## config.mk

```make
export PLATFORM = sky130hd
export DESIGN_NAME = ordered_list_engine
export DESIGN_NICKNAME = d
export VERILOG_FILES = /design/src/rtl/ole_pkg.sv /design/src/rtl/ole_cell.sv /design/src/rtl/ordered_list_engine.sv
export SDC_FILE = /design/constraint.sdc
export NUM_CORES = 2
export LEC_CHECK = 0
export ABC_CLOCK_PERIOD_IN_PS = 6200
export BUFFER_PORTS_ARGS = -buffer_cell sky130_fd_sc_hd__buf_2
export CORE_MARGIN = 2
export CORE_UTILIZATION = 55
export DETAILED_ROUTE_END_ITERATION = 7
export PLACE_DENSITY_LB_ADDON = 0.15
export RECOVER_POWER = 100
export SYNTH_ARGS = -nofsm -noshare
export SYNTH_HDL_FRONTEND = slang
export SYNTH_HIERARCHICAL = 1
export SYNTH_SLANG_ARGS = --single-unit
```

## constraint.sdc

```tcl
create_clock -name clk -period 6.2 [get_ports clk]
set_clock_uncertainty 0.15 [all_clocks]
set_input_delay 0 -clock clk [delete_from_list [all_inputs] [get_ports clk]]
set_output_delay 0 -clock clk [all_outputs]
set_load 0.01 [all_outputs]
```

## src/rtl/ole_pkg.sv

```systemverilog
// ----------------------------------------------------------------------------
// ole_pkg
// Shared types and constants for the ordered list engine.
// ----------------------------------------------------------------------------
package ole_pkg;

  localparam int DEPTH = 16;
  localparam int IDX_W = (DEPTH > 1) ? $clog2(DEPTH) : 1;
  localparam int CNT_W = $clog2(DEPTH + 1);
  localparam int CMD_W = 3;
  localparam int POS_W = 16;
  localparam int VAL_W = 32;
  localparam int FI_W  = 5;
  localparam int CT_W  = 5;
  localparam int ST_W  = 2;

  localparam logic [VAL_W-1:0] VAL_MIN = {1'b1, {(VAL_W-1){1'b0}}};

  typedef enum logic [CMD_W-1:0] {
    CMD_PUSH   = 3'd0,
    CMD_POP    = 3'd1,
    CMD_INSERT = 3'd2,
    CMD_ERASE  = 3'd3,
    CMD_READ   = 3'd4,
    CMD_FIND   = 3'd5
  } cmd_t;

  typedef enum logic [ST_W-1:0] {
    ST_DONE  = 2'd0,
    ST_EMPTY = 2'd1,
    ST_FULL  = 2'd2
  } status_t;

  typedef enum logic [1:0] {
    CELL_HOLD = 2'd0,
    CELL_INS  = 2'd1,
    CELL_DEL  = 2'd2
  } cell_op_t;

  typedef struct packed {
    cell_op_t         op;
    logic             shift;
    logic [VAL_W-1:0] key;
  } cell_ctrl_t;

  typedef struct packed {
    logic sel;
    logic above;
    logic live;
    logic rd_sel;
  } cell_pos_t;

endpackage

```

## src/rtl/ole_cell.sv

```systemverilog
// ----------------------------------------------------------------------------
// ole_cell
// One storage cell of the list: shifts with its neighbors, compares the key
// and passes read data and the first-match flag along the chain.
// ----------------------------------------------------------------------------
module ole_cell
  import ole_pkg::*;
(
  input  logic             clk,
  input  cell_ctrl_t       ctrl,
  input  cell_pos_t        pos,
  input  logic [VAL_W-1:0] left_val,
  input  logic [VAL_W-1:0] right_val,
  input  logic             hit_in,
  input  logic [VAL_W-1:0] rd_in,
  output logic [VAL_W-1:0] val_q,
  output logic             hit_out,
  output logic             first,
  output logic [VAL_W-1:0] rd_out
);

  logic [VAL_W-1:0] val_r;
  logic [VAL_W-1:0] val_nxt;
  logic             match;

  always_comb begin
    val_nxt = val_r;
    if (ctrl.shift) begin
      case (ctrl.op)
        CELL_INS: begin
          if (pos.sel) begin
            val_nxt = ctrl.key;
          end else if (pos.above) begin
            val_nxt = left_val;
          end
        end
        CELL_DEL: begin
          if (pos.sel || pos.above) begin
            val_nxt = right_val;
          end
        end
        default: val_nxt = val_r;
      endcase
    end
  end

  always_ff @(posedge clk) begin
    val_r <= val_nxt;
  end

  assign match   = pos.live && (val_r == ctrl.key);
  assign first   = match && !hit_in;
  assign hit_out = hit_in || match;
  assign rd_out  = rd_in | (pos.rd_sel ? val_r : '0);
  assign val_q   = val_r;

endmodule

```

## src/rtl/ordered_list_engine.sv

```systemverilog
// ----------------------------------------------------------------------------
// ordered_list_engine
// Bounded ordered list of signed values kept in a row of shifting cells,
// with push, pop, insert, erase, read and find commands.
// ----------------------------------------------------------------------------
// result: registered; it shows on out_valid in the cycle after the transaction is accepted
// throughput: one transaction per cycle while out_ready does not hold back a pending result
// reset: entry count and output valid clear; cell contents stay undefined
// ----------------------------------------------------------------------------
module ordered_list_engine
  import ole_pkg::*;
(
  input  logic             clk,
  input  logic             rst_n,
  input  logic             in_valid,
  output logic             in_ready,
  input  logic [CMD_W-1:0] in_cmd,
  input  logic signed [POS_W-1:0] in_position,
  input  logic signed [VAL_W-1:0] in_item_value,
  output logic             out_valid,
  input  logic             out_ready,
  output logic signed [VAL_W-1:0] out_read_value,
  output logic signed [FI_W-1:0]  out_found_index,
  output logic [CT_W-1:0]  out_entry_count,
  output logic [ST_W-1:0]  out_status
);

  logic [CNT_W-1:0] count_r;
  logic [CNT_W-1:0] count_nxt;
  logic             out_valid_r;
  logic [VAL_W-1:0] rd_r;
  logic [FI_W-1:0]  fi_r;
  logic [CT_W-1:0]  ct_r;
  logic [ST_W-1:0]  st_r;

  logic             accept;
  logic             is_push, is_pop, is_ins, is_del, is_read, is_find;
  logic             full, empty;
  logic             pos_le0, pos_neg;
  logic [POS_W-1:0] cnt_ext;
  logic [POS_W-1:0] cnt_m1_ext;
  logic             pos_ge_cnt, pos_ge_last;
  logic [IDX_W-1:0] tgt;
  logic             rd_ok;
  cell_ctrl_t       ctrl;
  status_t          st_nxt;
  logic [VAL_W-1:0] rd_nxt;
  logic [IDX_W-1:0] first_idx;
  logic [IDX_W+FI_W-1:0] fi_ext;
  logic [CNT_W+CT_W-1:0] ct_ext;

  logic [VAL_W-1:0] val_w [DEPTH];
  logic [DEPTH:0]   hit_w;
  logic [VAL_W-1:0] rd_w  [DEPTH+1];
  logic [DEPTH-1:0] first_w;
  cell_pos_t        pos_w [DEPTH];

  assign accept  = in_valid && in_ready;
  assign in_ready = rst_n && (!out_valid_r || out_ready);

  assign is_push = (in_cmd == CMD_PUSH);
  assign is_pop  = (in_cmd == CMD_POP);
  assign is_ins  = is_push || (in_cmd == CMD_INSERT);
  assign is_del  = is_pop || (in_cmd == CMD_ERASE);
  assign is_read = (in_cmd == CMD_READ);
  assign is_find = (in_cmd == CMD_FIND);

  assign full    = (count_r == CNT_W'(DEPTH));
  assign empty   = (count_r == '0);
  assign pos_neg = in_position[POS_W-1];
  assign pos_le0 = pos_neg || (in_position == '0);

  assign cnt_ext     = POS_W'(count_r);
  assign cnt_m1_ext  = POS_W'(count_r - CNT_W'(1));
  assign pos_ge_cnt  = !pos_neg && (in_position >= cnt_ext);
  assign pos_ge_last = !pos_neg && (in_position >= cnt_m1_ext);
  assign rd_ok       = !pos_neg && !pos_ge_cnt;

  // target slot for insert and erase, after clamping
  always_comb begin
    tgt = in_position[IDX_W-1:0];
    if (is_ins) begin
      if (is_push || empty || pos_le0) begin
        tgt = '0;
      end else if (pos_ge_cnt) begin
        tgt = count_r[IDX_W-1:0];
      end
    end else begin
      if (is_pop || pos_le0 || (count_r <= CNT_W'(1))) begin
        tgt = '0;
      end else if (pos_ge_last) begin
        tgt = IDX_W'(count_r - CNT_W'(1));
      end
    end
  end

  always_comb begin
    ctrl.key   = in_item_value;
    ctrl.op    = CELL_HOLD;
    ctrl.shift = 1'b0;
    st_nxt     = ST_DONE;
    count_nxt  = count_r;
    if (is_ins) begin
      if (full) begin
        st_nxt = ST_FULL;
      end else begin
        ctrl.op    = CELL_INS;
        ctrl.shift = accept;
        count_nxt  = count_r + CNT_W'(1);
      end
    end else if (is_del) begin
      if (empty) begin
        st_nxt = ST_EMPTY;
      end else begin
        ctrl.op    = CELL_DEL;
        ctrl.shift = accept;
        count_nxt  = count_r - CNT_W'(1);
      end
    end
  end

  genvar gi;
  generate
    for (gi = 0; gi < DEPTH; gi++) begin : g_cell
      logic [VAL_W-1:0] left_v;
      logic [VAL_W-1:0] right_v;

      assign pos_w[gi].sel    = (tgt == IDX_W'(gi));
      assign pos_w[gi].above  = (IDX_W'(gi) > tgt);
      assign pos_w[gi].live   = (CNT_W'(gi) < count_r);
      assign pos_w[gi].rd_sel = rd_ok && (in_position[IDX_W-1:0] == IDX_W'(gi));

      if (gi == 0) begin : g_left_end
        assign left_v = in_item_value;
      end else begin : g_left
        assign left_v = val_w[gi-1];
      end
      if (gi == DEPTH - 1) begin : g_right_end
        assign right_v = val_w[gi];
      end else begin : g_right
        assign right_v = val_w[gi+1];
      end

      ole_cell u_cell (
        .clk       (clk),
        .ctrl      (ctrl),
        .pos       (pos_w[gi]),
        .left_val  (left_v),
        .right_val (right_v),
        .hit_in    (hit_w[gi]),
        .rd_in     (rd_w[gi]),
        .val_q     (val_w[gi]),
        .hit_out   (hit_w[gi+1]),
        .first     (first_w[gi]),
        .rd_out    (rd_w[gi+1])
      );
    end
  endgenerate

  assign hit_w[0] = 1'b0;
  assign rd_w[0]  = '0;

  // one-hot first match to index
  always_comb begin
    first_idx = '0;
    for (int i = 0; i < DEPTH; i++) begin
      first_idx = first_idx | (first_w[i] ? IDX_W'(i) : '0);
    end
  end

  assign fi_ext = {{FI_W{1'b0}}, first_idx};
  assign ct_ext = {{CT_W{1'b0}}, count_nxt};
  assign rd_nxt = rd_ok ? rd_w[DEPTH] : VAL_MIN;

  always_ff @(posedge clk) begin
    if (!rst_n) begin
      count_r     <= '0;
      out_valid_r <= 1'b0;
    end else begin
      if (accept) begin
        count_r <= count_nxt;
      end
      if (in_ready) begin
        out_valid_r <= in_valid;
      end
    end
  end

  always_ff @(posedge clk) begin
    if (accept) begin
      rd_r <= is_read ? rd_nxt : '0;
      fi_r <= is_find ? (hit_w[DEPTH] ? fi_ext[FI_W-1:0] : {FI_W{1'b1}}) : '0;
      ct_r <= ct_ext[CT_W-1:0];
      st_r <= st_nxt;
    end
  end

  assign out_valid       = out_valid_r;
  assign out_read_value  = rd_r;
  assign out_found_index = fi_r;
  assign out_entry_count = ct_r;
  assign out_status      = st_r;

endmodule

```

==> impl_table.tex <==
\begin{tabular}{lr}
\hline
Metric & Value \\
\hline
\multicolumn{2}{l}{\textbf{Place}} \\
\quad Final weighted congestion in routability-driven placement & 0.933 \\
\quad Total cell area at the placement stage & around 0.042 mm2 \\
\quad Cell Count Post-Placement & 4929 \\
\quad Pre-CTS worst setup slack & 0.605 ns \\
\quad Number of buffer cells added on primary ports & 100 \\
\quad Estimated wirelength of the detail-placed design & around 88000 um \\
\multicolumn{2}{l}{\textbf{Floorplan}} \\
\quad Overall die area & 0.0741 mm2 \\
\quad Die height & 272 um \\
\quad CORE AREA & just over 0.07 mm2 \\
\quad Initial Util & between 50\% and 60\% \\
\quad Floorplan die width & 272 um \\
\quad Count of pins on the block boundary & 101 \\
\quad Row cnt & 98 \\
\multicolumn{2}{l}{\textbf{Clock network}} \\
\quad CTS sink cnt & 562 \\
\quad Clock latency on the worst-skew pair & between 0.6 and 0.7 ns \\
\quad Buffers inserted by post-CTS timing repair & 0 \\
\quad CTS tree & built \\
\quad Clock-pin slew reported for the worst setup and hold paths after clock tree synthesis & around 0.060 ns \\
\quad Number of CTS-inserted buffers & 68 \\
\quad Clock tree root buffer cell & clkbuf\_16 \\
\quad Depth of the CTS H-tree & 3 \\
\quad Buffers from clock root to sink, at most & 3 \\
\multicolumn{2}{l}{\textbf{STA}} \\
\quad Pin slew with the least headroom to its limit & roughly 2.0 ns \\
\quad Final clock period utilization by the worst path & 94.8\% \\
\quad Post-route worst setup slack & about 0.32 ns \\
\quad Number of failing hold endpoints at the final stage & 0 \\
\quad RSZ-0062 raised after global routing & no \\
\quad Clock period minus worst slack & a little under 6 ns \\
\quad Worst rel slew slack & -30.2\% \\
\quad Setup total negative slack & 0 ns \\
\quad Smallest hold slack & 0.0374 ns \\
\quad Maximum clock rate & between 150 and 200 MHz \\
\quad Max-slew violation count & 104 \\
\quad Final setup violation count & 0 \\
\multicolumn{2}{l}{\textbf{Run status}} \\
\quad Status & finished with violations \\
\quad Violations in the final reports & max-capacitance violations, max-slew violations \\
\multicolumn{2}{l}{\textbf{GRT}} \\
\quad Maximum number of pins on one net before global-route repair & 65 \\
\quad Global routing usage summed across all routing layers & 33.4\% \\
\quad Met3 layer usage reported by global route & 4.31\% \\
\quad Met2 demand-to-capacity share in global routing & 54.2\% \\
\quad Grt total ovfl & 0 \\
\quad Most Crowded Layer GR & met2 \\
\quad Met1 routing resource usage after global routing & 46.4\% \\
\quad Wire length of the first global-routing pass & about 190000 um \\
\quad Vias in the first global route & 31300 \\
\quad Initial antenna violation count & 10 \\
\multicolumn{2}{l}{\textbf{Critical path}} \\
\quad FF-to-FF setup slack & 0.32 ns \\
\quad Cells on worst reg2reg path & 13 \\
\quad Cell class contributing the biggest share of worst-path delay & simple AND/OR/NAND/NOR gates \\
\quad Crit path buf inv count & 1 \\
\quad Worst-path cell with the longest stage delay & a221oi\_1 \\
\quad Cell-by-cell listing of the critical path & nor3\_2 -> nand2\_1 -> ha\_1 -> nand4\_1 -> or4\_4 -> o211a\_1 -> a32o\_1 -> a221oi\_1 -> nand2\_1 -> nor2\_1 -> clkbuf\_2 -> mux2i\_1 -> o21ai\_0 \\
\quad Critical setup path kind & reg -> reg \\
\quad Worst path arrival time & 6.07 ns \\
\quad Worst setup path endpoint & g\_cell[10].u\_cell/val\_q[25]\$\_DFFE\_PP\_ \\
\quad Critical Path Start & count\_r[4]\$\_SDFFE\_PN0P\_ \\
\quad Worst stage delay on the critical path & 0.66 ns \\
\quad Worst reg2reg path endpoint & g\_cell[10].u\_cell/val\_q[25]\$\_DFFE\_PP\_ \\
\quad Most Frequent Cell on Critical Path & nand2\_1 \\
\quad Path length in cells of the critical path & 13 \\
\quad Worst-path maximum fanout & 16 \\
\quad Kind of end point of the critical path & flip-flop \\
\quad Critical path launch point type & flip-flop \\
\quad Origin of the critical flop-to-flop path & count\_r[4]\$\_SDFFE\_PN0P\_ \\
\quad Data required time at the worst endpoint & 6.39 ns \\
\multicolumn{2}{l}{\textbf{Route}} \\
\quad Initial DRT Pass Iterations & 5 \\
\quad Residual DRC & 0 \\
\quad Ratio of routed vias to standard cells & 6.31 \\
\quad Total via count in the routed design & 32100 \\
\quad Mean routed wirelength per cell & between 20 and 25 um \\
\quad Starting DRT DRC Count & 3297 \\
\quad DRT antenna net count & 0 \\
\quad Final routed wirelength across all metal layers & approximately 130000 um \\
\multicolumn{2}{l}{\textbf{Synthesis}} \\
\quad Yosys warns & 6 \\
\quad Cells after Synth & just under 4000 \\
\quad Area of the mapped netlist & 0.0395 mm2 \\
\quad Synthesized area divided by synthesized cell count & 9.95 um2 \\
\multicolumn{2}{l}{\textbf{Min path}} \\
\quad Type of the most critical hold path & in -> reg \\
\quad Startpoint of the most critical hold path & in\_item\_value[5] \\
\multicolumn{2}{l}{\textbf{Cells and area}} \\
\quad Finished layout cell area & 0.0438 mm2 \\
\quad Layout cell share with drive strength beyond 1 & 8.89\% \\
\quad Most frequent standard cell in the layout excluding fill and tap cells & edfxtp\_1 \\
\quad Number of nets at the end of the flow & 4159 \\
\quad Commonest cells after routing, fill and taps aside & 556 x edfxtp\_1, 540 x nand2\_1, 518 x a21o\_1, 512 x mux2i\_1, 510 x o21ai\_0 \\
\quad Layout overhead on the synthesized area & 10.9\% \\
\quad Final Non-Filler Cells & between 5000 and 6000 \\
\multicolumn{2}{l}{\textbf{Power and ir drop}} \\
\quad Maximum vdd ir drop & 0.000191 V \\
\quad Leakage power total & $\sim$0.016 uW \\
\quad Power density over the cells & 212 mW/mm2 \\
\multicolumn{2}{l}{\textbf{Run}} \\
\quad Number of max-cap violations & 3 \\
\hline
\end{tabular}
## how the worst min path moves through the flow
stage / to / cells past startpoint / slack [ns]
after global routing: g_cell[1].u_cell/val_q[5]$_DFFE_PP_ / 4 / 0.06
after detailed placement: out_valid$_SDFFE_PN0P_ / 3 / 0.12
final: g_cell[0].u_cell/val_q[5]$_DFFE_PP_ / 4 / 0.04
after floorplan: count_r[0]$_SDFFE_PN0P_ / 1 / -0.03
after CTS: g_cell[0].u_cell/val_q[5]$_DFFE_PP_ / 4 / 0.007
after global placement: out_valid$_SDFFE_PN0P_ / 3 / 0.11
## stage by stage
step	util, %	total power [uW]
after floorplan	-	4960
after global placement	58.4	5350
after detailed placement	58.4	5360
after CTS	61.8	9360
after global routing	61.4	9570
final	61.4	9290
## worst register-to-register path, cell delays in order, from the launching register on
cell      delay [ns]
dfxtp_1         0.43
nor3_2          0.40
nand2_1         0.35
ha_1            0.44
nand4_1         0.13
or4_4           0.54
o211a_1         0.27
a32o_1          0.28
a221oi_1        0.66
nand2_1         0.43
nor2_1          0.54
clkbuf_2        0.59
mux2i_1         0.29
o21ai_0         0.11
## area by class of cell
| cell class | instances | area [um2] |
|---|---|---|
| Sequential cell | 562 | 16800 |
| Antenna cell | 3 | 7.51 |
| Inverter | 82 | 308 |
| Clock inverter | 35 | 329 |
| Multi-Input combinational cell | 3125 | 21900 |
| Fill cell | 6246 | 27500 |
| Tap cell | 950 | 1190 |
| Timing Repair Buffer | 241 | 1500 |
| Clock buffer | 85 | 1830 |
## where the power goes
group	internal (uW)	leakage (uW)	switching, uW
Clock	2300	0.00104	1700
Sequential	4220	0.00511	47.6
Combinational	387	0.0102	634
## registers in the layout, summed over array words and instances (netlist names)
signal	count
count_r	5
g_cell.u_cell/val_q	512
out_entry_count	5
out_found_index	5
out_read_value	32
out_status	2
out_valid	1
## repair_timing
item                      in CTS  in global routing
hold buffers                  31                  0
resized for setup              0                  0
hold endpoints to repair     110                  0
## routing by layer
metal	routed length [um]	part of all wire (%)
met5	34	0.027
met4	4000	3.2
met3	8680	6.9
met2	58400	47
met1	54100	43
Note: power is estimated with default switching activity, not from simulation.
